`src/rtl/btt_ram.sv`:
```
// ----------------------------------------------------------------------------
// btt_ram
// Generic single write port, single read port RAM with registered read.
// ----------------------------------------------------------------------------
`timescale 1ns / 1ps

module btt_ram #(
  parameter int unsigned WIDTH = 96,
  parameter int unsigned DEPTH = 32,
  localparam int unsigned AW = (DEPTH > 1) ? $clog2(DEPTH) : 1
) (
  input  logic             clk_i,
  input  logic             we_i,
  input  logic [AW-1:0]    waddr_i,
  input  logic [WIDTH-1:0] wdata_i,
  input  logic             re_i,
  input  logic [AW-1:0]    raddr_i,
  output logic [WIDTH-1:0] rdata_o
);

  logic [WIDTH-1:0] mem_q [DEPTH];
  logic [WIDTH-1:0] rdata_q;

  always_ff @(posedge clk_i) begin
    if (we_i) begin
      mem_q[waddr_i] <= wdata_i;
    end
  end

  // read data holds while re_i is low
  always_ff @(posedge clk_i) begin
    if (re_i) begin
      rdata_q <= mem_q[raddr_i];
    end
  end

  assign rdata_o = rdata_q;

endmodule : btt_ram

```
`config.mk`:
```
export PLATFORM = sky130hd
export DESIGN_NAME = btt_ram
export DESIGN_NICKNAME = d
export VERILOG_FILES = /design/src/rtl/btt_ram.sv
export SDC_FILE = /design/constraint.sdc
export NUM_CORES = 2
export LEC_CHECK = 0
export ABC_AREA = 0
export BUFFER_PORTS_ARGS = -buffer_cell sky130_fd_sc_hd__buf_2
export CORE_AREA = 4 4 700 563
export CTS_CLUSTER_DIAMETER = 120
export DETAILED_ROUTE_END_ITERATION = 12
export DIE_AREA = 0 0 704 567
export PLACE_DENSITY = 0.48
export SLEW_MARGIN = 20
export SYNTH_ARGS = -nofsm -noshare
export SYNTH_HDL_FRONTEND = slang
export SYNTH_SLANG_ARGS = --single-unit
```
`constraint.sdc`:
```
create_clock -name clk_i -period 8.1 [get_ports clk_i]
set_clock_uncertainty 0.1 [all_clocks]
set_input_delay 0.405 -clock clk_i [delete_from_list [all_inputs] [get_ports clk_i]]
set_output_delay 0.405 -clock clk_i [all_outputs]
set_load 0.02 [all_outputs]
```
# Yosys cells after proc, flatten, opt, wreduce, memory -nomap -nowiden
# Memory sizes are Yosys's and may differ from the RTL's. A register that Yosys moved wholly into a read port is not among the register bits.
# Index checks and enable logic that the tools add are counted.
# W data, S select, Z words.
# totals
inputBits	109
ff_bits	0
ram_bits	3072
output_inout_bits	96
memories	1
wordCells	3
# classes
mux	2
# memory_table
name	depth	width	read_ports	rd_clocked_by_memory_dff	write_ports	line_no	source
mem_q	32	96	1	1	1	21	logic [WIDTH-1:0] mem_q [DEPTH];
# ops
cell	n
$mux W1	2

# Longest topological paths before layout
# logic_depth
word_depth	2
depth_mapped	9
mapped_depth_nobuf	4

# Least setup slack after synthesis
# Ideal clock, no wire load.
# synth_timing
path_type	in2reg
from	input waddr_i[1]
to	memory mem_q[12][0], enable pin
arrival_ps	5064
path_buffers	1
setup_time_ps	552
required_time_ps	7448
slack_ps	2385
stages	3
cell_sequence	or3b_2 clkbuf_1 nor2_1
# synth_rtl
element	line_no	source
start: declaration	14	input logic [AW-1:0] waddr_i,
end: declaration	21	
# Straight into the memory's write port.

==> results.sh <==
export IMPL_syn_area_um2=120000
export IMPL_cts_max_path_buffers=4
export IMPL_final_cell_mix="edfxtp_1, mux2i_1, a22oi_1, mux4_2, clkbuf_16"
export IMPL_area_growth_pct=16.0
export IMPL_worstPathCellList="buf_8, buf_4, buf_4, mux4_2, a22o_1, a31oi_1, nand3_1"
export IMPL_max_vdd_ir_drop_mv=0.181
export IMPL_final_layout_size_suffix_gt1_share_pct=19.5
export IMPL_yosys_area_top_type_share_pct=79.6
export IMPL_finalSetupTns_ps=0
export IMPL_coreArea_um2=386000
export IMPL_hp_class="in2reg"
export IMPL_ioPinCount=205
export IMPL_layout_cells_most_common="edfxtp_1"
export IMPL_cp_start_kind="input pin"
export IMPL_grt_antenna_before_repair=49
export IMPL_yosys_warnings=0
export IMPL_drc=0
export IMPL_portBuffers=204
export IMPL_cts_buffers_inserted=337
export IMPL_worst_setup_path_end_kind="register"
export IMPL_grt_pass1_vias=59800
export IMPL_synthCells=5604
export IMPL_vias_per_cell=5.16
export IMPL_synth_top_area_cell="edfxtp_1"
export IMPL_wire_per_inst_um=30.4
export IMPL_slew_viol_final=0
export IMPL_h_tree_depth=5
export IMPL_start_util_pct=31.0
export IMPL_fin_cells=11500
export IMPL_drt_total_wl_mm=349
export IMPL_placed_area_um2=127000
export IMPL_critPathMaxFanout=52
export IMPL_slowest_delay_ps=830
export IMPL_power_density_nw_per_um2=250
export IMPL_yosys_register_bits=3168
export IMPL_fp_dieH_um=567
export IMPL_die_area_um2=399000
export IMPL_grt_max_degree=116
export IMPL_post_place_ws_ps=4240
export IMPL_setup_slack_ps=5200
export IMPL_drtIter0Drc=5815
export IMPL_setup_viol=0
export IMPL_slew_headroom_pct=22.8
export IMPL_max_freq_ghz=0.344
export IMPL_hold_viol_final=0
export IMPL_syn_avg_cell_area_um2=21.3
export IMPL_fill_cells=35500
export IMPL_arrival_ps=3420
export IMPL_required_ps=8620
export IMPL_p_total_mw=34.7
export IMPL_gp_congestion=0.712
export IMPL_cp_common_cell="buf_4"
export IMPL_via_count=59300
export IMPL_drtAntennaViolNets=0
export IMPL_critPathSlowestCell="buf_4"
export IMPL_fp_dieW_um=704
export IMPL_root_buffer="clkbuf_16"
export IMPL_rows=204
export IMPL_tightest_slew_ps=1160
export IMPL_yosys_top_cells_area="edfxtp_1, mux4_2, mux2i_1, a22oi_1, nand3_1"
export IMPL_leakage_nw=44.5
export IMPL_clkSinkCount=3168
export IMPL_firstDrtPassIters=6
export IMPL_grt_util_all_layers_pct=17.0
export IMPL_clk_pin_slew_worst_paths_ps=60
export IMPL_clk_latency_ps=900
export IMPL_status="complete, no violations"
export IMPL_drv_cap=0
export IMPL_finalNetCount=6167
export IMPL_dp_cells=10800
export IMPL_overflow=0
export IMPL_min_period_ps=2900
export IMPL_min_period_over_period_pct=35.9
export IMPL_yosysSeqAreaShare_pct=79.6
export IMPL_critical_path_class="in2reg"
export IMPL_tritoncts="yes"
export IMPL_synth_distinct_cells=29
export IMPL_final_area_um2=139000
export IMPL_grt_pass1_wl_mm=484
export IMPL_rsz0062_at_grt="no"
export IMPL_syn_nets=5713
export IMPL_dp_hpwl_mm=165
path summary, 6_finish.rpt:
check / from / to / slack (ps) / cells past startpoint
max: raddr_i[2] / rdata_o[33]$_DFFE_PP_ / 5200 / 7
min: raddr_i[3] / rdata_o[9]$_DFFE_PP_ / 180 / 4
max reg2reg: mem_q[15][80]$_DFFE_PP_ / rdata_o[80]$_DFFE_PP_ / 6310 / 4
min reg2reg: mem_q[4][32]$_DFFE_PP_ / rdata_o[32]$_DFFE_PP_ / 600 / 4
kinds of logic (layout without fill, tap and decap cells):
group	count (synthesis)	after routing	share of synthesized area, %
flip-flops	3168	3168	79.6
multiplexers	1152	1152	13.7
AND/OR/NAND/NOR	338	338	1.46
other	0	14	0
AO/OA/AOI/OAI	627	627	3.92
buffers and inverters	319	1041	1.35
layout make-up:
class | instances | area (um2) | area share (%)
flip-flops and latches | 3168 | 95100 | 68.6
multi-input cells | 2117 | 23200 | 16.7
clock buffers | 419 | 8910 | 6.43
well taps | 5150 | 6440 | 4.65
repair buffers | 433 | 3470 | 2.50
clock inverters | 188 | 1490 | 1.08
diodes | 14 | 35.0 | 0.0253
inverters | 1 | 3.75 | 0.00271
per-layer routing:
metal / wire length, um / part of all wire [%] / vias to the layer above / track usage, %
li1: - / - / 24600 / -
met1: 153000 / 44 / 32400 / 23.7
met2: 170000 / 49 / 1832 / 28.3
met3: 19100 / 5.5 / 492 / 2.47
met4: 7420 / 2.1 / 8 / 3.73
met5: 53 / 0.015 / - / 0
worst max-delay path, delay by kind of cell:
family | cells | cell delay [ps]
AO/OA/AOI/OAI | 2 | 420
buffers and inverters | 3 | 1910
multiplexers | 1 | 410
AND/OR/NAND/NOR | 1 | 90
metrics by stage:
stage          hold WS (ps)  utilization, %
5_1_grt                 144            35.9
4_1_cts                91.1            35.9
6_report                183            35.9
3_5_place_dp            587            33.0
2_1_floorplan           404               -
3_3_place_gp            568            33.0
report_power, final:
part / total [mW] / internal [mW] / switching (mW)
registers: 18.4 / 18.3 / 0.0966
logic: 1.67 / 0.556 / 1.11
clock network: 14.7 / 8.38 / 6.27
sequential cells by signal (all words and copies together), names as in the netlist:
| register | count |
|---|---|
| mem_q | 3072 |
| rdata_o | 96 |
cell usage after synthesis (all sizes together):
| cell type | n |
|---|---|
| mux2i | 768 |
| and2 | 10 |
| a32oi | 5 |
| or3 | 1 |
| nand4 | 45 |
| and3b | 1 |
| nor2b | 15 |
| a31oi | 51 |
| a22oi | 511 |
| nand3 | 194 |
| nand2b | 1 |
| buf | 179 |
| edfxtp | 3168 |
| nor2 | 46 |
| and3 | 1 |
| inv | 1 |
| nand3b | 5 |
| clkbuf | 139 |
| a21oi | 9 |
| nand2 | 12 |
| a22o | 51 |
| mux4 | 384 |
| or3b | 2 |
| nor3 | 5 |
what timing repair did:
action,CTS,global route
hold buffers,97,0
hold endpoints to repair,3075,0
resized for setup,0,0
setup buffers,0,0
Power figures use the tool's default switching activity.
