`config.mk`:
```
export PLATFORM = sky130hd
export DESIGN_NAME = btt_ctl
export DESIGN_NICKNAME = d
export VERILOG_FILES = /design/src/rtl/btt_pkg.sv /design/src/rtl/btt_ctl.sv
export SDC_FILE = /design/constraint.sdc
export NUM_CORES = 1
export LEC_CHECK = 0
export ABC_AREA = 1
export BUFFER_PORTS_ARGS = -buffer_cell sky130_fd_sc_hd__buf_4
export CAP_MARGIN = 5
export CORE_MARGIN = 2
export CORE_UTILIZATION = 45
export DETAILED_ROUTE_END_ITERATION = 10
export PLACE_DENSITY_LB_ADDON = 0.15
export SYNTH_ARGS = -nofsm -noshare
export SYNTH_HDL_FRONTEND = slang
export SYNTH_SLANG_ARGS = --single-unit
```
`constraint.sdc`:
```
create_clock -name clk_i -period 3.2 [get_ports clk_i]
set_input_delay 0.64 -clock clk_i [delete_from_list [all_inputs] [get_ports clk_i]]
set_output_delay 0.64 -clock clk_i [all_outputs]
set_load 0.01 [all_outputs]
```
`src/rtl/btt_pkg.sv`:
```
// ----------------------------------------------------------------------------
// btt_pkg
// Shared types, codes and field widths of the button edge timestamp tracker.
// ----------------------------------------------------------------------------
`timescale 1ns / 1ps

package btt_pkg;

  // Defaults for the top level parameters
  localparam int unsigned NUM_BUTTONS_DEF = 32;
  localparam int unsigned TIME_BITS_DEF   = 48;

  // Fixed port field widths
  localparam int unsigned CMD_W   = 2;
  localparam int unsigned MASK_W  = 32;
  localparam int unsigned TIME_W  = 48;
  localparam int unsigned KIND_W  = 4;
  localparam int unsigned IDX_W   = 5;
  localparam int unsigned FLAG_W  = 10;
  localparam int unsigned CNT_W   = 8;

  localparam int unsigned NUM_FLAG_MASKS = 5;
  localparam int unsigned NUM_COUNTERS   = 4;

  // Command codes
  typedef enum logic [CMD_W-1:0] {
    CMD_START  = 2'd0,
    CMD_EVENT  = 2'd1,
    CMD_FINISH = 2'd2,
    CMD_NONE   = 2'd3
  } cmd_e;

  // Event kinds; codes above EV_IGNORE are dropped as well
  typedef enum logic [KIND_W-1:0] {
    EV_PRESS    = 4'd0,
    EV_RELEASE  = 4'd1,
    EV_TAP      = 4'd2,
    EV_HOLD     = 4'd3,
    EV_COMBO    = 4'd4,
    EV_GESTURE  = 4'd5,
    EV_TPRESS   = 4'd6,
    EV_TRELEASE = 4'd7,
    EV_TSLIDE   = 4'd8,
    EV_IGNORE   = 4'd9
  } kind_e;

  // Bit positions in the record flags
  localparam int unsigned FLG_DOWN     = 0;
  localparam int unsigned FLG_PRESSED  = 1;
  localparam int unsigned FLG_RELEASED = 2;
  localparam int unsigned FLG_HELD     = 3;
  localparam int unsigned FLG_SAWPRESS = 4;
  localparam int unsigned FLG_SAWREL   = 5;
  localparam int unsigned FLG_TAP      = 6;
  localparam int unsigned FLG_HOLD     = 7;
  localparam int unsigned FLG_COMBO    = 8;
  localparam int unsigned FLG_PULSE    = 9;

  // Sequencer states
  typedef enum logic [1:0] {
    ST_CLEAR = 2'd0,
    ST_IDLE  = 2'd1,
    ST_SWEEP = 2'd2,
    ST_EMIT  = 2'd3
  } state_e;

  // Sequencer to datapath controls
  typedef struct packed {
    logic busy;     // input side stalled
    logic clr;      // reset clearing pass: zero both RAMs at addr
    logic sweep;    // frame start pass: read edge RAM, zero event RAM
    logic emit_rd;  // record read at addr
    logic s1_load;  // RAM read data moves into the output register
    logic s1_last;  // that word is the final record
  } seq_t;

endpackage : btt_pkg

```
`src/rtl/btt_ctl.sv`:
```
// ----------------------------------------------------------------------------
// btt_ctl
// Sequencer: reset clearing pass, frame start sweep and record read-out.
// ----------------------------------------------------------------------------
`timescale 1ns / 1ps

module btt_ctl #(
  parameter int unsigned NUM_BUTTONS = btt_pkg::NUM_BUTTONS_DEF,
  localparam int unsigned IW = (NUM_BUTTONS > 1) ? $clog2(NUM_BUTTONS) : 1
) (
  input  logic          clk_i,
  input  logic          rst_ni,
  input  logic          start_i,     // frame start word accepted
  input  logic          finish_i,    // finish word accepted
  input  logic          out_free_i,  // output register can take a word
  output btt_pkg::seq_t ctl_o,
  output logic [IW-1:0] addr_o,
  output logic [IW-1:0] s1_idx_o
);

  localparam logic [IW:0] CNT_LAST = (IW+1)'(NUM_BUTTONS - 1);
  localparam logic [IW:0] CNT_END  = (IW+1)'(NUM_BUTTONS);
  localparam logic [IW-1:0] IDX_LAST = IW'(NUM_BUTTONS - 1);

  btt_pkg::state_e state_q, state_d;
  logic [IW:0]     cnt_q, cnt_d;
  logic            s1_valid_q, s1_valid_d;
  logic [IW-1:0]   s1_idx_q, s1_idx_d;
  logic            cnt_last;
  logic            issue;
  logic            load;
  logic            s1_last;

  assign cnt_last = (cnt_q == CNT_LAST);
  assign s1_last  = (s1_idx_q == IDX_LAST);
  assign load     = s1_valid_q && out_free_i;
  assign issue    = (state_q == btt_pkg::ST_EMIT) && (cnt_q != CNT_END) &&
                    (!s1_valid_q || out_free_i);

  // next state
  always_comb begin
    state_d = state_q;
    case (state_q)
      btt_pkg::ST_CLEAR: begin
        if (cnt_last) state_d = btt_pkg::ST_IDLE;
      end
      btt_pkg::ST_IDLE: begin
        if (start_i) begin
          state_d = btt_pkg::ST_SWEEP;
        end else if (finish_i) begin
          state_d = btt_pkg::ST_EMIT;
        end
      end
      btt_pkg::ST_SWEEP: begin
        if (cnt_last) state_d = btt_pkg::ST_IDLE;
      end
      btt_pkg::ST_EMIT: begin
        if (load && s1_last) state_d = btt_pkg::ST_IDLE;
      end
      default: state_d = btt_pkg::ST_IDLE;
    endcase
  end

  // outputs, counter and read stage tracking
  always_comb begin
    ctl_o.busy    = (state_q != btt_pkg::ST_IDLE);
    ctl_o.clr     = (state_q == btt_pkg::ST_CLEAR);
    ctl_o.sweep   = (state_q == btt_pkg::ST_SWEEP);
    ctl_o.emit_rd = issue;
    ctl_o.s1_load = load;
    ctl_o.s1_last = s1_last;

    cnt_d = cnt_q;
    case (state_q)
      btt_pkg::ST_CLEAR,
      btt_pkg::ST_SWEEP: cnt_d = cnt_last ? '0 : cnt_q + 1'b1;
      btt_pkg::ST_EMIT: begin
        if (load && s1_last) begin
          cnt_d = '0;
        end else if (issue) begin
          cnt_d = cnt_q + 1'b1;
        end
      end
      default: cnt_d = '0;
    endcase

    s1_valid_d = s1_valid_q;
    s1_idx_d   = s1_idx_q;
    if (issue) begin
      s1_valid_d = 1'b1;
      s1_idx_d   = cnt_q[IW-1:0];
    end else if (load) begin
      s1_valid_d = 1'b0;
    end
  end

  always_ff @(posedge clk_i or negedge rst_ni) begin
    if (!rst_ni) begin
      state_q    <= btt_pkg::ST_CLEAR;
      cnt_q      <= '0;
      s1_valid_q <= 1'b0;
      s1_idx_q   <= '0;
    end else begin
      state_q    <= state_d;
      cnt_q      <= cnt_d;
      s1_valid_q <= s1_valid_d;
      s1_idx_q   <= s1_idx_d;
    end
  end

  assign addr_o   = cnt_q[IW-1:0];
  assign s1_idx_o = s1_idx_q;

endmodule : btt_ctl

```
[Word level (Yosys, flattened, before mapping)]
Cells that the tools add are included.
Word-level totals
  register bits: 14
  input port bits: 5
  output and inout port bits: 16
  logic and storage cells: 37
Cells by class
  add/sub/neg operators: 1
  equality and inequality tests: 11
  mux-type cells: 11
  reductions and logical operators: 10
Operators with widths (count)
  6-bit 2-to-1 mux: 3
  6-bit case mux with 2 select lines: 1
  2-bit 2-to-1 mux: 4
  6-bit by 1-bit adder with 6-bit output, second input constant: 1
  6-bit by 5-bit equality test with 1-bit output, second input constant: 1
  2-bit by 1-bit inequality test with 1-bit output, second input constant: 3
  6-bit inequality test, second input constant: 1
  2-bit case mux with 3 select lines: 1
  5-bit equality test, second input constant: 1
  2-bit equality test, second input constant: 2
  1-bit logical AND: 4
  3-bit by 2-bit inequality test with 1-bit output, second input constant: 1
  3-bit inequality test, second input constant: 1
  3-bit AND reduction: 1
  2-bit by 1-bit equality test with 1-bit output, second input constant: 1
  2-bit logical NOT: 1
  1-bit 2-to-1 mux: 2
  2-bit nonzero test: 1
  2-bit OR reduction: 1
  1-bit logical NOT: 1
  1-bit logical OR: 1

[Depth between registers and ports, before layout]
  word-level depth: 6
  depth in mapped cells: 10
  mapped depth without buffers: 10

[Worst setup path before layout]
OpenSTA, ideal clock, no wires.
  kind: reg2out
  start point: register cnt_q[0]
  end point: output ctl_o[2] (netlist bit)
  data arrival time: 1.163 ns
  data required time: 2.560 ns
  slack: 1.397 ns
  stages on the path, launching flop included: 7
  buffers on the path: 1
  cell sequence: dfrtp_1 inv_1 ha_1 nand4_2 nand3_4 inv_1 buf_4
On the way
  word-level cells in the longest chain between the ends: 3
Ends and longest elaborated chain
  from (decl): line btt_ctl.sv:26  | logic [IW:0] cnt_q, cnt_d;
  from (signal assigned): line btt_ctl.sv:105  | cnt_q <= cnt_d;
  6-bit inequality test: line btt_ctl.sv:37  | assign issue = (state_q == btt_pkg::ST_EMIT) && (cnt_q != CNT_END) &&
  1-bit logical AND (2 in series): line btt_ctl.sv:37
  to (decl): line btt_ctl.sv:16  | output btt_pkg::seq_t ctl_o,
Every way passes these cells.

==> impl_metrics.toml <==
[run_status]
outcome = "finished, final reports clean"

[critical_path]
worstSetupStartpoint = "cnt_q[0]"
critPathRequiredTime_ps = 2560
crit_fanout = 15
critPathMaxStageDelay_ps = 450
reg2reg_depth = 7
cp-start-kind = "register"
endpoint_kind = "primary output"
reg2reg_slack_ps = 1650
crit_slowest_cell = "dfrtp_1"
cp_cell_sequence = "inv_1 -> ha_1 -> nand4_2 -> nand3_4 -> inv_1 -> buf_4"
crit_type = "register to primary output"
timing.critical_path.mode_cell = "inv_1"
r2r_end = "cnt_q[0]"
critical_path_arrival_ps = 1670
cp.buffers_inverters = 3
path_delay_family = "flip-flops"
r2r_start = "cnt_q[0]"

[clocking]
clock_latency_ps = 280
postCtsSetupBuffers = 0
cts_resized = 0
cts_sinks = 14
clockRootBuffer = "clkbuf_4"
clk_pin_slew_ps = 80
htree_levels = 1
hold_buffers = 0
numCtsBuffers = 3
cts_tree = "yes"
cts_buffer_depth = 2

[floorplanning]
die_height_um = 51.3
rows = 17
die-area_sq_um = 2630
start_util_pct = 46.4
io_pins = 21
die_w_um = 51.3
coreArea_sq_um = 2170

[place]
place_area_sq_um = 1100
routabilityCongestion = 0.863
dpl_worst_slack_ps = 1210
dp_hpwl_um = 1480
numPortBuffers = 20

[timing]
final_hold_viol_count = 0
worst_pin_slew_ps = 304
finalClockSkew_ps = 1.70
max-slew-margin-rel_pct = 79.7
timing.hold.ws_ps = 188
setup_slack_ps = 894
fin_crit_ps = 2310
drv_slew = 0
setup_viol = 0
grt_setup_unrepaired = "false"
final.setup.tns_ps = 0
fmax_ghz = 0.434
fin_crit_sh_pct = 72.1

[route]
via_count = 863
drt_pass1_iterations = 4
postRouteAntennaNets = 0
routed_via_density = 4.96
drc = 0
wirelength_um = 1980
drtIter0Drc = 22
wl_per_cell_um = 11.4

[global_route]
grt_max_degree = 16
grt_pass1_wl_um = 3490
groute.usage.overall_pct = 18.0
grt_pass1_vias = 772
antenna_found_initial = 0
overflow = 0

[synthesis]
yosysTopAreaCellShare_pct = 34.8
synthMostInstantiatedCell = "nand2_1"
synth-edff-count = 0
avgSynthCellArea_sq_um = 7.62
yosys_warnings = 0
ys_top_cells_by_area = "dfrtp_1, nand2_1, nand3_1"
synth_async_sr_flop_share_pct = 100
synthFlopType = "dfrtp_1"
syn_inst = 132
synth.distinct_cells = 25
synthTopCellsByCount = "nand2_1, dfrtp_1, inv_1, nand3_1, buf_4"
syn-num-nets = 139
syn_area_sq_um = 1010
synth_seq_cells = 14
yosysSeqAreaShare_pct = 34.8
yosys.area.top_type = "dfrtp_1"

[cells_and_area]
postLayoutCellArea_sq_um = 1140
n_fill_cell = 241
insertedDiodeCount = 0
syn_to_final_growth_pct = 13.4
drive_gt1_share_pct = 31.5
nets = 154
fin_util_pct = 52.6

[power_and_ir_drop]
power_density_nw_per_um2 = 832
peakVddDrop_uv = 403
p_leak_uw = 0.000614

[job]
maxCapViolCount = 0

[worst_hold_path]
hold_path_class = "input port to async pin"
## report_power, final
group	switching, uW	leakage (uW)	internal [uW]
clock	59.1	0.0000210	69.3
sequential	101	0.000182	248
combinational	267	0.000411	204
## registers in the layout, indices dropped and copies added (netlist names)
signal,flops
cnt_q,6
s1_idx_o,5
state_q,2
s1_valid_q,1
## metrics by stage
| step | power (uW) | instances |
|---|---|---|
| after floorplan | 698 | 132 |
| after CTS | 956 | 174 |
| after global placement | 815 | 170 |
| after global routing | 1040 | 174 |
| final | 949 | 174 |
| after detailed placement | 821 | 170 |
## cells by family (layout without fill, tap and decap cells)
logic type                 Yosys count  count (layout)  synth area share [%]
DFF                                 14              14                  34.8
AOI/OAI and AO/OA                   10              10                  7.21
buffers and inverters               29              43                  16.4
and+or+nand+nor                     77              77                  39.1
adders and majority gates            2               2                  2.49
## worst reg2reg max path, delay by kind of cell (launching register included)
kind	cells	cell delay, ps
adders and majority gates	1	230
AOI/OAI and AO/OA	1	90
buffers and inverters	1	140
DFF	1	450
and+or+nand+nor	4	560
## layer usage
layer,GRT usage [%],part of all wire (%)
met1,24.2,45
met2,27.1,46
met3,2.92,5.6
met4,10.5,3.2
met5,0,0
## cell usage in the layout (no fill, tap or decap)
cell type / n
nand4_2: 1
nand2_4: 1
nand3_2: 1
o21ai_1: 4
nand3_1: 14
inv_4: 1
buf_4: 20
ha_1: 2
nor2_2: 1
nand2_2: 4
a21oi_1: 1
nor2_4: 2
inv_2: 3
nand2_1: 40
o21ai_2: 4
nand4_1: 3
dfrtp_1: 14
a31oi_2: 1
inv_1: 14
nand3_4: 2
clkbuf_8: 1
nor2_1: 7
nor3_1: 1
clkbuf_4: 3
clkinv_4: 1
## final cells by class
type	count	area (sq um)	area share [%]
clock buffer	4	36.3	3.18
inverter	19	78.8	6.91
multi-input combinational	89	490	43.0
sequential	14	350	30.7
tap	28	35.0	3.07
timing repair buffer	20	150	13.2
## worst max-delay path by stage
stage	end	slack (ps)	cells past startpoint
3_3_place_gp	ctl_o[2]	1230	6
6_report	ctl_o[2]	890	6
4_1_cts	ctl_o[2]	880	6
5_1_grt	ctl_o[2]	730	6
2_1_floorplan	ctl_o[2]	1400	6
3_5_place_dp	ctl_o[2]	1210	6
Note: power is estimated with default switching activity, not from simulation.
