[src/rtl/btt_pkg.sv]
// ----------------------------------------------------------------------------
// btt_pkg
// Shared types, codes and field widths of the button edge timestamp tracker.
// ----------------------------------------------------------------------------
`timescale 1ns / 1ps

package btt_pkg;

  // Defaults for the top level parameters
  localparam int unsigned NUM_BUTTONS_DEF = 32;
  localparam int unsigned TIME_BITS_DEF   = 48;

  // Fixed port field widths
  localparam int unsigned CMD_W   = 2;
  localparam int unsigned MASK_W  = 32;
  localparam int unsigned TIME_W  = 48;
  localparam int unsigned KIND_W  = 4;
  localparam int unsigned IDX_W   = 5;
  localparam int unsigned FLAG_W  = 10;
  localparam int unsigned CNT_W   = 8;

  localparam int unsigned NUM_FLAG_MASKS = 5;
  localparam int unsigned NUM_COUNTERS   = 4;

  // Command codes
  typedef enum logic [CMD_W-1:0] {
    CMD_START  = 2'd0,
    CMD_EVENT  = 2'd1,
    CMD_FINISH = 2'd2,
    CMD_NONE   = 2'd3
  } cmd_e;

  // Event kinds; codes above EV_IGNORE are dropped as well
  typedef enum logic [KIND_W-1:0] {
    EV_PRESS    = 4'd0,
    EV_RELEASE  = 4'd1,
    EV_TAP      = 4'd2,
    EV_HOLD     = 4'd3,
    EV_COMBO    = 4'd4,
    EV_GESTURE  = 4'd5,
    EV_TPRESS   = 4'd6,
    EV_TRELEASE = 4'd7,
    EV_TSLIDE   = 4'd8,
    EV_IGNORE   = 4'd9
  } kind_e;

  // Bit positions in the record flags
  localparam int unsigned FLG_DOWN     = 0;
  localparam int unsigned FLG_PRESSED  = 1;
  localparam int unsigned FLG_RELEASED = 2;
  localparam int unsigned FLG_HELD     = 3;
  localparam int unsigned FLG_SAWPRESS = 4;
  localparam int unsigned FLG_SAWREL   = 5;
  localparam int unsigned FLG_TAP      = 6;
  localparam int unsigned FLG_HOLD     = 7;
  localparam int unsigned FLG_COMBO    = 8;
  localparam int unsigned FLG_PULSE    = 9;

  // Sequencer states
  typedef enum logic [1:0] {
    ST_CLEAR = 2'd0,
    ST_IDLE  = 2'd1,
    ST_SWEEP = 2'd2,
    ST_EMIT  = 2'd3
  } state_e;

  // Sequencer to datapath controls
  typedef struct packed {
    logic busy;     // input side stalled
    logic clr;      // reset clearing pass: zero both RAMs at addr
    logic sweep;    // frame start pass: read edge RAM, zero event RAM
    logic emit_rd;  // record read at addr
    logic s1_load;  // RAM read data moves into the output register
    logic s1_last;  // that word is the final record
  } seq_t;

endpackage : btt_pkg

[src/rtl/btt_rec.sv]
// ----------------------------------------------------------------------------
// btt_rec
// Builds one per-button record from RAM read data and frame state, and holds
// it in the output register.
// ----------------------------------------------------------------------------
`timescale 1ns / 1ps

module btt_rec #(
  parameter int unsigned NUM_BUTTONS = btt_pkg::NUM_BUTTONS_DEF,
  parameter int unsigned TIME_BITS   = btt_pkg::TIME_BITS_DEF,
  localparam int unsigned IW = (NUM_BUTTONS > 1) ? $clog2(NUM_BUTTONS) : 1
) (
  input  logic                        clk_i,
  input  logic                        rst_ni,
  input  logic                        load_i,
  input  logic                        last_i,
  input  logic [IW-1:0]               idx_i,
  input  logic [2*TIME_BITS-1:0]      edge_data_i,  // {release, press}
  input  logic [2*TIME_BITS-1:0]      evt_data_i,   // {last release, first press}
  input  logic [NUM_BUTTONS-1:0]      frame_mask_i,
  input  logic [NUM_BUTTONS-1:0]      prev_mask_i,
  input  logic [btt_pkg::NUM_FLAG_MASKS-1:0][NUM_BUTTONS-1:0] flag_masks_i,
  input  logic [btt_pkg::NUM_COUNTERS-1:0][btt_pkg::CNT_W-1:0] counts_i,
  input  logic [TIME_BITS-1:0]        frame_time_i,
  input  logic                        out_stall_i,
  output logic                        out_valid_o,
  output logic                        out_free_o,
  output logic [btt_pkg::IDX_W-1:0]   button_index_o,
  output logic [btt_pkg::FLAG_W-1:0]  flags_o,
  output logic [btt_pkg::TIME_W-1:0]  pressed_at_us_o,
  output logic [btt_pkg::TIME_W-1:0]  released_at_us_o,
  output logic [btt_pkg::TIME_W-1:0]  held_us_o,
  output logic [btt_pkg::TIME_W-1:0]  first_press_us_o,
  output logic [btt_pkg::TIME_W-1:0]  last_release_us_o,
  output logic [btt_pkg::CNT_W-1:0]   gesture_count_o,
  output logic [btt_pkg::CNT_W-1:0]   touch_press_count_o,
  output logic [btt_pkg::CNT_W-1:0]   touch_release_count_o,
  output logic [btt_pkg::CNT_W-1:0]   touch_slide_count_o,
  output logic                        last_record_o
);

  logic                        valid_q, valid_d;
  logic [btt_pkg::FLAG_W-1:0]  flags_d, flags_q;
  logic [TIME_BITS-1:0]        press_t, rel_t, held_d;
  logic                        down, prev;
  logic [btt_pkg::IDX_W-1:0]   idx_q;
  logic [btt_pkg::TIME_W-1:0]  press_q, rel_q, held_q, first_q, lastrel_q;
  logic [btt_pkg::NUM_COUNTERS-1:0][btt_pkg::CNT_W-1:0] counts_q;
  logic                        last_q;

  assign press_t = edge_data_i[TIME_BITS-1:0];
  assign rel_t   = edge_data_i[2*TIME_BITS-1:TIME_BITS];
  assign down    = frame_mask_i[idx_i];
  assign prev    = prev_mask_i[idx_i];

  always_comb begin
    flags_d = '0;
    flags_d[btt_pkg::FLG_DOWN]     = down;
    flags_d[btt_pkg::FLG_PRESSED]  = down && !prev;
    flags_d[btt_pkg::FLG_RELEASED] = !down && prev;
    flags_d[btt_pkg::FLG_HELD]     = down && prev;
    flags_d[btt_pkg::FLG_SAWPRESS] = flag_masks_i[btt_pkg::EV_PRESS][idx_i];
    flags_d[btt_pkg::FLG_SAWREL]   = flag_masks_i[btt_pkg::EV_RELEASE][idx_i];
    flags_d[btt_pkg::FLG_TAP]      = flag_masks_i[btt_pkg::EV_TAP][idx_i];
    flags_d[btt_pkg::FLG_HOLD]     = flag_masks_i[btt_pkg::EV_HOLD][idx_i];
    flags_d[btt_pkg::FLG_COMBO]    = flag_masks_i[btt_pkg::EV_COMBO][idx_i];
    // pulse: pressed and released by events while up at frame start
    flags_d[btt_pkg::FLG_PULSE]    = flag_masks_i[btt_pkg::EV_PRESS][idx_i] &&
                                     flag_masks_i[btt_pkg::EV_RELEASE][idx_i] && !down;
  end

  assign held_d = (down && (press_t != '0) && (frame_time_i >= press_t)) ?
                  (frame_time_i - press_t) : '0;

  assign out_free_o = !valid_q || !out_stall_i;

  always_comb begin
    valid_d = valid_q;
    if (load_i) begin
      valid_d = 1'b1;
    end else if (!out_stall_i) begin
      valid_d = 1'b0;
    end
  end

  always_ff @(posedge clk_i or negedge rst_ni) begin
    if (!rst_ni) begin
      valid_q <= 1'b0;
    end else begin
      valid_q <= valid_d;
    end
  end

  always_ff @(posedge clk_i) begin
    if (load_i) begin
      idx_q     <= btt_pkg::IDX_W'(idx_i);
      flags_q   <= flags_d;
      press_q   <= btt_pkg::TIME_W'(press_t);
      rel_q     <= btt_pkg::TIME_W'(rel_t);
      held_q    <= btt_pkg::TIME_W'(held_d);
      first_q   <= btt_pkg::TIME_W'(evt_data_i[TIME_BITS-1:0]);
      lastrel_q <= btt_pkg::TIME_W'(evt_data_i[2*TIME_BITS-1:TIME_BITS]);
      counts_q  <= counts_i;
      last_q    <= last_i;
    end
  end

  assign out_valid_o           = valid_q;
  assign button_index_o        = idx_q;
  assign flags_o               = flags_q;
  assign pressed_at_us_o       = press_q;
  assign released_at_us_o      = rel_q;
  assign held_us_o             = held_q;
  assign first_press_us_o      = first_q;
  assign last_release_us_o     = lastrel_q;
  assign gesture_count_o       = counts_q[0];
  assign touch_press_count_o   = counts_q[1];
  assign touch_release_count_o = counts_q[2];
  assign touch_slide_count_o   = counts_q[3];
  assign last_record_o         = last_q;

endmodule : btt_rec

[config.mk]
export PLATFORM = sky130hd
export DESIGN_NAME = btt_rec
export DESIGN_NICKNAME = d
export VERILOG_FILES = /design/src/rtl/btt_pkg.sv /design/src/rtl/btt_rec.sv
export SDC_FILE = /design/constraint.sdc
export NUM_CORES = 1
export LEC_CHECK = 0
export BUFFER_PORTS_ARGS = -buffer_cell sky130_fd_sc_hd__clkbuf_2
export CORE_AREA = 2 2 309 311
export DETAILED_ROUTE_END_ITERATION = 8
export DIE_AREA = 0 0 311 313
export SETUP_SLACK_MARGIN = 0.4
export SLEW_MARGIN = 5
export SYNTH_ARGS = -nofsm -noshare
export SYNTH_HDL_FRONTEND = slang
export SYNTH_SLANG_ARGS = --single-unit
[constraint.sdc]
create_clock -name clk_i -period 1.1 [get_ports clk_i]
set_input_delay 0.055 -clock clk_i [delete_from_list [all_inputs] [get_ports clk_i]]
set_output_delay 0.055 -clock clk_i [all_outputs]
set_load 0.02 [all_outputs]
Word level (Yosys, flattened, before mapping)
Cells that the tools add are included.
Widths: inputs -> output; s select.
{"block": "totals", "regBits": 289, "in_bits": 506, "wordCells": 46}
{"block": "op_classes", "n_addsub": 1, "n_lt_le_gt_ge": 2, "eq_ne": 1, "muxes": 16, "reduce_logical": 13}
{"operator": "$ge 48x48->1", "count": 1}
{"operator": "$reduce_bool 48->1", "count": 1}
{"operator": "$sub 48x48->48", "count": 1}
{"operator": "$bmux 1 s5", "count": 7}
{"operator": "$mux 1", "count": 9}
{"operator": "$logic_and 1x1->1", "count": 7}
{"operator": "$lt 5x6->1 const B", "count": 1}
{"operator": "$logic_not 1->1", "count": 4}
{"operator": "$ne 2x2->1 const B", "count": 1}
{"operator": "$logic_or 1x1->1", "count": 1}

Depth between registers and ports, before layout
Gate-level depths: netlist of run 1.
{"block": "depth", "depth_word": 4, "ltp_mapped": 13, "ltp_nobuf": 12}

Worst setup path before layout of run 1
Ideal clock, no wire load.
{"block": "synth_path", "path_kind": "in2reg", "startpoint": "in edge_data_i[21]", "endpoint": "reg held_q, in the netlist held_us_o[47] (data pin)", "setup_ns": 0.129, "t_arrival_ns": 2.585, "required_time_ns": 0.971, "setup_slack_ns": -1.614, "path_stages": 13, "path_cell_list": "inv_1 ha_1 buf_4 nand4_1 or3_1 or4_1 a21oi_1 a311oi_1 a311o_1 buf_4 nor4_1 a31o_1 or3_1"}
{"block": "synth_between", "elab_chain_cells": 3, "elab_cells_between_ends": 5, "cone_classes": "add/sub: 1; order compare: 1; reduce/logical: 3"}
{"item": "start, declared", "line_no": "btt_rec.sv:18", "text": "input logic [2*TIME_BITS-1:0] edge_data_i,"}
{"item": "branches (longest 3 deep; another with $ge 48x48->1)"}
{"item": "end signal, assigned", "line_no": "btt_rec.sv:100", "text": "held_q <= btt_pkg::TIME_W'(held_d);"}
{"item": "end, declared", "line_no": "btt_rec.sv:47", "text": "logic [btt_pkg::TIME_W-1:0] press_q, rel_q, held_q, first_q, lastrel_q;"}
Parallel ways; which one is timed is not known.
A chain may end at the register's enable or synchronous reset.

Final worst setup path of run 1
{"block": "layout_path", "startpoint": "in edge_data_i[22]", "endpoint": "reg held_q, in the netlist held_us_o[47] (data pin)"}
The elaborated chain is that of the path after synthesis.

==> flow_results.xml, run 1 <==
<?xml version="1.0" encoding="UTF-8"?>
<metrics>
  <group name="clock_tree">
    <metric name="cts_buffers" unit="">37</metric>
    <metric name="clock_pin_slew_of_the_registers_on_the_worst_case_setup_and_hold_paths" unit="ns">0.06</metric>
    <metric name="maximum_buffer_depth_of_the_clock_tree" unit="">3</metric>
    <metric name="worst_skew_pair_later_pin_latency" unit="ns">0.58</metric>
    <metric name="clock_sink_count" unit="">289</metric>
    <metric name="clockRootBuffer" unit="">sky130_fd_sc_hd__clkbuf_16</metric>
    <metric name="cts_htree_levels" unit="">2</metric>
    <metric name="cts_tree" unit="">built</metric>
    <metric name="number_of_hold_buffers_added_after_cts" unit="">232</metric>
  </group>
  <group name="yosys">
    <metric name="synth.area.top_cells" unit="">sky130_fd_sc_hd__edfxtp_1 (63%), sky130_fd_sc_hd__mux4_2 (11%), sky130_fd_sc_hd__ha_1 (4.4%)</metric>
    <metric name="async_flop_share" unit="">0.00346</metric>
    <metric name="post_synth_num_cell_types" unit="">56</metric>
    <metric name="synth_top_family_by_area" unit="">multiplexers</metric>
    <metric name="synth_top_area_frac" unit="">0.629</metric>
    <metric name="synthesis.area" unit="mm2">0.0138</metric>
    <metric name="yosys_most_used_dff" unit="">sky130_fd_sc_hd__edfxtp_1</metric>
    <metric name="synthesis.yosys.warnings" unit="">0</metric>
    <metric name="synth-edff-count" unit="">288</metric>
    <metric name="post_synth_and_or_nand_nor_area_fraction" unit="">0.0698</metric>
    <metric name="synth_seq_area_share" unit="">0.630</metric>
    <metric name="synth.avg_cell_area" unit="um2">14.7</metric>
    <metric name="ys_ff_latch" unit="">289</metric>
    <metric name="yosys.area.top_type" unit="">sky130_fd_sc_hd__edfxtp_1</metric>
    <metric name="syn_nets" unit="">1488</metric>
    <metric name="synth_cells" unit="">933</metric>
    <metric name="yosys-mux-area-fraction" unit="">0.122</metric>
    <metric name="synth_xor_xnor_area_share" unit="">0.0223</metric>
    <metric name="post_synth_fa_ha_maj_area_fraction" unit="">0.0451</metric>
    <metric name="synth_compound_gate_area_share" unit="">0.0800</metric>
  </group>
  <group name="finish">
    <metric name="fillCellCount" unit="">9517</metric>
    <metric name="finalCoreUtilization" unit="">0.300</metric>
    <metric name="layout-drive-gt1-share" unit="">0.604</metric>
    <metric name="regArea" unit="mm2">0.00867</metric>
    <metric name="stdcell_count" unit="">3574</metric>
    <metric name="multi_input_area" unit="mm2">0.00564</metric>
    <metric name="synthToLayoutAreaGrowth" unit="%">106</metric>
    <metric name="nets" unit="">2834</metric>
  </group>
  <group name="sta">
    <metric name="final.hold.worst_slack" unit="ns">-0.171</metric>
    <metric name="timing.final.ws_setup" unit="ns">-1.16</metric>
    <metric name="drv_slew" unit="">0</metric>
    <metric name="min_period_over_period" unit="">2.06</metric>
    <metric name="totalNegativeSetupSlack" unit="ns">-77.34</metric>
    <metric name="slew_headroom" unit="">0.473</metric>
    <metric name="worst-slew-pin-transition" unit="ns">0.789</metric>
    <metric name="fin_crit" unit="ns">2.26</metric>
    <metric name="hold_violations" unit="">26</metric>
    <metric name="timing.clock.skew" unit="ns">0</metric>
    <metric name="setup_repair_after_global_routing_missed_its_margin" unit="">yes</metric>
    <metric name="setup_violations" unit="">348</metric>
    <metric name="fmax" unit="GHz">0.442</metric>
  </group>
  <group name="setup_path">
    <metric name="reg2reg_setup_slack" unit="ns">0.34</metric>
    <metric name="worstPathMaxFanout" unit="">5</metric>
    <metric name="critical_path_arrival" unit="ns">2.57</metric>
    <metric name="delay_of_the_slowest_cell_on_the_worst_path" unit="ns">0.37</metric>
    <metric name="crit-reg2reg-launch" unit="">out_valid_o</metric>
    <metric name="r2r-end" unit="">out_valid_o</metric>
    <metric name="r2r.worst_path.cells" unit="">3</metric>
    <metric name="critPathKind" unit="">in -&gt; reg</metric>
    <metric name="data_required_time_of_the_critical_path" unit="ns">1.41</metric>
    <metric name="worstPathCellList" unit="">clkbuf_8, inv_2, ha_4, a21o_1, a21o_1, a21o_1, and2_4, or2_2, o211ai_1, nand3_2, a31o_1, or3_1</metric>
    <metric name="crit_path_frequent_cell" unit="">sky130_fd_sc_hd__a21o_1</metric>
    <metric name="setup.worst_path.start_class" unit="">input pin</metric>
    <metric name="cp_slowest_cell" unit="">sky130_fd_sc_hd__o211ai_1</metric>
    <metric name="setup.worst_path.end_class" unit="">flip-flop</metric>
  </group>
  <group name="drt">
    <metric name="routed_via_density" unit="">3.91</metric>
    <metric name="first_iter_violations" unit="">826</metric>
    <metric name="detailroute.via_count" unit="">14000</metric>
    <metric name="detail_route.drc_violations" unit="">0</metric>
    <metric name="drt_wl_total" unit="mm">74.3</metric>
    <metric name="detail-route-antenna-nets" unit="">0</metric>
    <metric name="wire_per_inst" unit="um">20.8</metric>
    <metric name="detailedRoute.firstPassIterationCount" unit="">4</metric>
  </group>
  <group name="global_route">
    <metric name="global_route.usage.total" unit="">0.145</metric>
    <metric name="pin_count_of_the_biggest_net_entering_global_routing" unit="">49</metric>
    <metric name="number_of_global_route_vias_before_repair" unit="">14500</metric>
    <metric name="grt-ovfl-total" unit="">0</metric>
    <metric name="grt_antenna_before_repair" unit="">25</metric>
    <metric name="global_route_wire_length_before_repair" unit="mm">102</metric>
  </group>
  <group name="status">
    <metric name="run_status" unit="">complete, but fails checks</metric>
    <metric name="failing_checks" unit="">hold timing, setup timing</metric>
  </group>
  <group name="job">
    <metric name="maxcap_violations" unit="">0</metric>
  </group>
  <group name="pwr">
    <metric name="powerDensity" unit="mW/mm2">1300</metric>
    <metric name="power_leakage" unit="uW">0.0122</metric>
    <metric name="vdd_ir_drop_max" unit="uV">811</metric>
  </group>
  <group name="min_path">
    <metric name="timing.hold.worst.start" unit="">out_stall_i</metric>
    <metric name="worst_hold_path.num_cells" unit="">4</metric>
    <metric name="worst_hold_path.endpoint" unit="">out_valid_o</metric>
    <metric name="holdCritPathClass" unit="">in -&gt; reg</metric>
  </group>
  <group name="floorplanning">
    <metric name="initial_core_util" unit="">0.146</metric>
    <metric name="rows" unit="">113</metric>
    <metric name="die_y" unit="um">313</metric>
    <metric name="core_area" unit="mm2">0.0942</metric>
    <metric name="die_area" unit="mm2">0.0973</metric>
    <metric name="chipWidth" unit="um">311</metric>
    <metric name="io_pins" unit="">796</metric>
  </group>
  <group name="placement">
    <metric name="global_placer_s_final_weighted_congestion" unit="">0.851</metric>
    <metric name="place.port_buffers" unit="">795</metric>
    <metric name="dp_worst_setup_slack" unit="ns">-2.17</metric>
    <metric name="dpl.cell_count" unit="">3237</metric>
    <metric name="detailed_place_hpwl" unit="mm">58.2</metric>
  </group>
</metrics>
[per-stage QoR]
stage | area [um2] | power, uW | hold slack [ns]
detailed placement | 21500 | 21600 | -0.167
global placement | 21500 | 21500 | -0.168
finish | 28300 | 36700 | -0.171
CTS | 27100 | 36300 | -0.246
floorplan | 14000 | 17200 | -0.241
global route | 28300 | 38200 | -0.197
[flip-flops by register name, summed over array words and instances (netlist names)]
register / flops
touch_press_count_o: 8
out_valid_o: 1
gesture_count_o: 8
last_record_o: 1
held_us_o: 48
touch_slide_count_o: 8
flags_o: 10
first_press_us_o: 48
pressed_at_us_o: 48
button_index_o: 5
touch_release_count_o: 8
last_release_us_o: 48
released_at_us_o: 48
[worst max-delay path: cells and delay by family]
family / cells / cell delay, ns
simple gates: 4 / 0.96
fa+ha+maj: 1 / 0.25
buf+inv: 2 / 0.17
compound gates: 5 / 1.12
[per-layer routing]
layer	track usage	vias up	wire, um
met5	0	-	218
met4	0.0459	34	2130
met3	0.0482	126	6250
met2	0.240	589	35400
met1	0.178	6885	30300
li1	-	6349	-
[cell families (layout without fill, tap and decap cells)]
logic type | after synthesis | count (layout)
compound gates | 176 | 176
xor+xnor | 35 | 35
fa+ha+maj | 49 | 49
buf+inv | 104 | 1474
flops | 289 | 289
mux | 79 | 79
other cells | 0 | 6
simple gates | 201 | 201
[where the power goes]
part           switching [uW]  total [uW]  internal (uW)
Sequential                454       13700          13200
Combinational            5100       10600           5520
Clock                    5150       12400           7290
[layout by cell type (no fill, tap or decap), types with 7 or more instances in the layout]
cell,n
sky130_fd_sc_hd__clkbuf_2,490
sky130_fd_sc_hd__edfxtp_1,288
sky130_fd_sc_hd__buf_4,272
sky130_fd_sc_hd__dlygate4sd3_1,232
sky130_fd_sc_hd__buf_6,148
sky130_fd_sc_hd__buf_2,78
sky130_fd_sc_hd__mux4_2,70
sky130_fd_sc_hd__inv_1,53
sky130_fd_sc_hd__a21oi_1,48
sky130_fd_sc_hd__nand2_1,46
sky130_fd_sc_hd__clkbuf_16,43
sky130_fd_sc_hd__clkbuf_8,42
sky130_fd_sc_hd__buf_8,35
sky130_fd_sc_hd__nor2_4,32
sky130_fd_sc_hd__nor2_1,25
sky130_fd_sc_hd__a21o_1,25
sky130_fd_sc_hd__ha_1,23
sky130_fd_sc_hd__ha_4,23
sky130_fd_sc_hd__buf_12,23
sky130_fd_sc_hd__o21ai_0,22
sky130_fd_sc_hd__nand4_1,18
sky130_fd_sc_hd__xnor2_1,18
sky130_fd_sc_hd__nor4_1,13
sky130_fd_sc_hd__xor2_1,13
sky130_fd_sc_hd__inv_2,11
sky130_fd_sc_hd__buf_16,10
sky130_fd_sc_hd__nor2_2,9
sky130_fd_sc_hd__o21bai_1,8
sky130_fd_sc_hd__mux2_4,8
sky130_fd_sc_hd__o21ai_1,7
sky130_fd_sc_hd__clkbuf_4,7
[worst max-delay path by stage]
stage / startpoint / to / slack [ns] / cells past startpoint
after CTS: edge_data_i[1] / held_us_o[47] / -1.10 / 14
after global routing: edge_data_i[1] / held_us_o[47] / -1.30 / 14
final: edge_data_i[22] / held_us_o[47] / -1.16 / 12
after detailed placement: edge_data_i[1] / held_us_o[47] / -2.17 / 14
after floorplan: edge_data_i[34] / held_us_o[43] / -1.43 / 13
after global placement: edge_data_i[1] / held_us_o[45] / -2.10 / 14
[cells in the mapped netlist (14+ instances only)]
| cell type | number |
|---|---|
| sky130_fd_sc_hd__clkbuf_1 | 21 |
| sky130_fd_sc_hd__ha_1 | 48 |
| sky130_fd_sc_hd__a21o_1 | 25 |
| sky130_fd_sc_hd__mux4_2 | 70 |
| sky130_fd_sc_hd__inv_1 | 69 |
| sky130_fd_sc_hd__nand2_1 | 52 |
| sky130_fd_sc_hd__nor4_1 | 14 |
| sky130_fd_sc_hd__o21ai_0 | 32 |
| sky130_fd_sc_hd__xnor2_1 | 22 |
| sky130_fd_sc_hd__nand4_1 | 18 |
| sky130_fd_sc_hd__edfxtp_1 | 288 |
| sky130_fd_sc_hd__a21oi_1 | 60 |
| sky130_fd_sc_hd__nor2_1 | 66 |
[what timing repair did]
| action | in CTS | in global routing |
|---|---|---|
| buffers inserted | 21 | 5 |
| endpoints found under the setup margin | 348 | 349 |
| gates cloned | 9 | 1 |
| hold endpoints to repair | 297 | 51 |
| pin swaps | 58 | 10 |
| gates resized for setup | 373 | 572 |
[layout make-up]
| cell class | count | area share |
|---|---|---|
| sequential | 289 | 0.307 |
| antenna | 6 | 0.000531 |
| clock buffer | 43 | 0.0343 |
| tap | 1265 | 0.0559 |
| inverter | 69 | 0.00995 |
| clock inverter | 20 | 0.00836 |
| multi-input combinational | 540 | 0.199 |
| timing repair buffer | 1342 | 0.385 |
(Power assumes the default switching activity.)
==> inputs of run 2 (changes only) <==
--- a/config.mk
+++ b/config.mk
@@ -5,7 +5,7 @@
 export SDC_FILE = /design/constraint.sdc
 export NUM_CORES = 1
 export LEC_CHECK = 0
-export BUFFER_PORTS_ARGS = -buffer_cell sky130_fd_sc_hd__clkbuf_2
+export BUFFER_PORTS_ARGS = -buffer_cell sky130_fd_sc_hd__buf_2
 export CORE_AREA = 2 2 309 311
 export DETAILED_ROUTE_END_ITERATION = 8
 export DIE_AREA = 0 0 311 313
==> run 2 against run 1 <==
Clock skew stayed put. Utilization is 0.37 points lower. Cell area is 1.2% lower. Register-to-register slack hardly changed. Count of clock-buffer cells in the layout is 4 lower. Power is 0.40% higher. Fmax is 3.5% lower. Final cell count hardly changed. The run still ends with hold timing, setup timing left. Sequential share of layout area is 0.38 points higher. Routed wire length is 1.1% lower. Clock power is 4% higher.
==> flow_results.xml, run 2 (synthesis results as in run 1) <==
<?xml version="1.0" encoding="UTF-8"?>
<metrics>
  <group name="clock_tree">
    <metric name="cts_htree_levels" unit="">2</metric>
    <metric name="clockRootBuffer" unit="">sky130_fd_sc_hd__clkbuf_16</metric>
    <metric name="worst_skew_pair_later_pin_latency" unit="ns">0.58</metric>
    <metric name="clock_pin_slew_of_the_registers_on_the_worst_case_setup_and_hold_paths" unit="ns">0.06</metric>
    <metric name="clock_sink_count" unit="">289</metric>
    <metric name="maximum_buffer_depth_of_the_clock_tree" unit="">3</metric>
    <metric name="cts_buffers" unit="">37</metric>
    <metric name="number_of_hold_buffers_added_after_cts" unit="">232</metric>
    <metric name="cts_tree" unit="">built</metric>
  </group>
  <group name="floorplanning">
    <metric name="io_pins" unit="">796</metric>
    <metric name="rows" unit="">113</metric>
    <metric name="initial_core_util" unit="">0.146</metric>
    <metric name="core_area" unit="mm2">0.0942</metric>
    <metric name="die_area" unit="mm2">0.0973</metric>
    <metric name="die_y" unit="um">313</metric>
    <metric name="chipWidth" unit="um">311</metric>
  </group>
  <group name="drt">
    <metric name="detailroute.via_count" unit="">14000</metric>
    <metric name="routed_via_density" unit="">3.91</metric>
    <metric name="detail_route.drc_violations" unit="">0</metric>
    <metric name="first_iter_violations" unit="">830</metric>
    <metric name="detail-route-antenna-nets" unit="">0</metric>
    <metric name="drt_wl_total" unit="mm">73.5</metric>
    <metric name="detailedRoute.firstPassIterationCount" unit="">5</metric>
    <metric name="wire_per_inst" unit="um">20.5</metric>
  </group>
  <group name="pwr">
    <metric name="power_leakage" unit="uW">0.0119</metric>
    <metric name="powerDensity" unit="mW/mm2">1320</metric>
    <metric name="vdd_ir_drop_max" unit="uV">978</metric>
  </group>
  <group name="sta">
    <metric name="min_period_over_period" unit="">2.13</metric>
    <metric name="worst-slew-pin-transition" unit="ns">0.530</metric>
    <metric name="final.hold.worst_slack" unit="ns">-0.166</metric>
    <metric name="drv_slew" unit="">0</metric>
    <metric name="hold_violations" unit="">22</metric>
    <metric name="slew_headroom" unit="">0.643</metric>
    <metric name="timing.clock.skew" unit="ns">0</metric>
    <metric name="timing.final.ws_setup" unit="ns">-1.25</metric>
    <metric name="setup_repair_after_global_routing_missed_its_margin" unit="">yes</metric>
    <metric name="fmax" unit="GHz">0.426</metric>
    <metric name="setup_violations" unit="">348</metric>
    <metric name="fin_crit" unit="ns">2.35</metric>
  </group>
  <group name="min_path">
    <metric name="worst_hold_path.num_cells" unit="">4</metric>
    <metric name="timing.hold.worst.start" unit="">out_stall_i</metric>
    <metric name="worst_hold_path.endpoint" unit="">out_valid_o</metric>
    <metric name="holdCritPathClass" unit="">in -&gt; reg</metric>
  </group>
  <group name="global_route">
    <metric name="grt-ovfl-total" unit="">0</metric>
    <metric name="global_route_wire_length_before_repair" unit="mm">102</metric>
    <metric name="grt_antenna_before_repair" unit="">25</metric>
    <metric name="pin_count_of_the_biggest_net_entering_global_routing" unit="">49</metric>
    <metric name="global_route.usage.total" unit="">0.143</metric>
    <metric name="number_of_global_route_vias_before_repair" unit="">14500</metric>
  </group>
  <group name="job">
    <metric name="maxcap_violations" unit="">0</metric>
  </group>
  <group name="setup_path">
    <metric name="critPathKind" unit="">in -&gt; reg</metric>
    <metric name="reg2reg_setup_slack" unit="ns">0.34</metric>
    <metric name="r2r-end" unit="">out_valid_o</metric>
    <metric name="r2r.worst_path.cells" unit="">3</metric>
    <metric name="setup.worst_path.end_class" unit="">flip-flop</metric>
    <metric name="setup.worst_path.start_class" unit="">input pin</metric>
    <metric name="worstPathMaxFanout" unit="">3</metric>
    <metric name="crit-reg2reg-launch" unit="">out_valid_o</metric>
    <metric name="data_required_time_of_the_critical_path" unit="ns">1.40</metric>
    <metric name="critical_path_arrival" unit="ns">2.65</metric>
  </group>
  <group name="placement">
    <metric name="place.port_buffers" unit="">795</metric>
    <metric name="global_placer_s_final_weighted_congestion" unit="">0.860</metric>
    <metric name="detailed_place_hpwl" unit="mm">57.6</metric>
    <metric name="postPlaceCellArea" unit="mm2">0.0215</metric>
    <metric name="dp_worst_setup_slack" unit="ns">-2.15</metric>
  </group>
  <group name="finish">
    <metric name="fillCellCount" unit="">9514</metric>
    <metric name="final_common_cell" unit="">sky130_fd_sc_hd__buf_2</metric>
    <metric name="synthToLayoutAreaGrowth" unit="%">103</metric>
    <metric name="mostFrequentLayoutCells" unit="">sky130_fd_sc_hd__buf_2 (556), sky130_fd_sc_hd__edfxtp_1 (288), sky130_fd_sc_hd__buf_4 (274)</metric>
    <metric name="layout-drive-gt1-share" unit="">0.601</metric>
    <metric name="final_cell_area" unit="mm2">0.0279</metric>
    <metric name="nets" unit="">2831</metric>
  </group>
  <group name="status">
    <metric name="failing_checks" unit="">hold timing, setup timing</metric>
    <metric name="run_status" unit="">complete, but fails checks</metric>
  </group>
</metrics>
==> run 2: timing repair <==
item,CTS,global route
hold endpoints to repair,262,26
buffers inserted,15,12
endpoints found under the setup margin,348,349
gates cloned,5,3
gates resized for setup,468,217
pin swaps,40,31
==> run 2: where the power goes <==
part / internal [uW] / total (uW) / switching [uW]
Clock: 7580 / 12900 / 5320
Combinational: 5340 / 10300 / 4950
Sequential: 13200 / 13700 / 469
==> run 2: per-layer routing <==
| layer | vias to the layer above | GRT usage | wire (um) |
|---|---|---|---|
| met1 | 6817 | 0.177 | 30000 |
| li1 | 6358 | - | - |
| met2 | 635 | 0.237 | 35000 |
| met3 | 133 | 0.0452 | 6160 |
| met5 | - | 0 | 183 |
| met4 | 30 | 0.0463 | 2120 |
==> run 2: per-stage QoR <==
step                      setup TNS (ns)   util  hold WS, ns  power, uW  instances
after floorplan                   -74.01      -       -0.241      17200        933
after global placement           -109.65  0.228       -0.168      21500       3235
after detailed placement         -111.04  0.228       -0.167      21500       3235
after CTS                         -90.76  0.287       -0.238      36500       3555
after global routing              -98.55  0.297       -0.182      38200       3576
final                             -81.28  0.297       -0.166      36900       3577
==> run 2: worst max path at each step <==
stage | start | endpoint | slack (ns)
floorplan | edge_data_i[34] | held_us_o[43] | -1.43
global placement | edge_data_i[1] | held_us_o[47] | -2.13
detailed placement | edge_data_i[0] | held_us_o[44] | -2.15
CTS | edge_data_i[18] | held_us_o[47] | -1.21
global route | edge_data_i[18] | held_us_o[47] | -1.36
finish | edge_data_i[22] | held_us_o[47] | -1.25
==> run 2: area by class of cell <==
type | count | area, um2 | share of cell area
Inverter | 69 | 282 | 0.0101
Multi-Input combinational cell | 540 | 5520 | 0.198
Clock inverter | 29 | 320 | 0.0115
Clock buffer | 39 | 955 | 0.0342
Tap cell | 1265 | 1580 | 0.0566
Timing Repair Buffer | 1339 | 10600 | 0.379
Antenna cell | 7 | 17.5 | 0.000627
Sequential cell | 289 | 8670 | 0.310
==> run 2: critical path, stage by stage <==
cell and delay [ns]:
sky130_fd_sc_hd__buf_4 0.14, sky130_fd_sc_hd__inv_2 0.07, sky130_fd_sc_hd__ha_4 0.20, sky130_fd_sc_hd__a21o_1 0.15
sky130_fd_sc_hd__a21o_1 0.17, sky130_fd_sc_hd__a21o_1 0.19, sky130_fd_sc_hd__and2_1 0.17, sky130_fd_sc_hd__or2_2 0.30
sky130_fd_sc_hd__o211ai_1 0.34, sky130_fd_sc_hd__nand3_2 0.16, sky130_fd_sc_hd__buf_6 0.15, sky130_fd_sc_hd__a31o_1 0.20
sky130_fd_sc_hd__or3_1 0.36
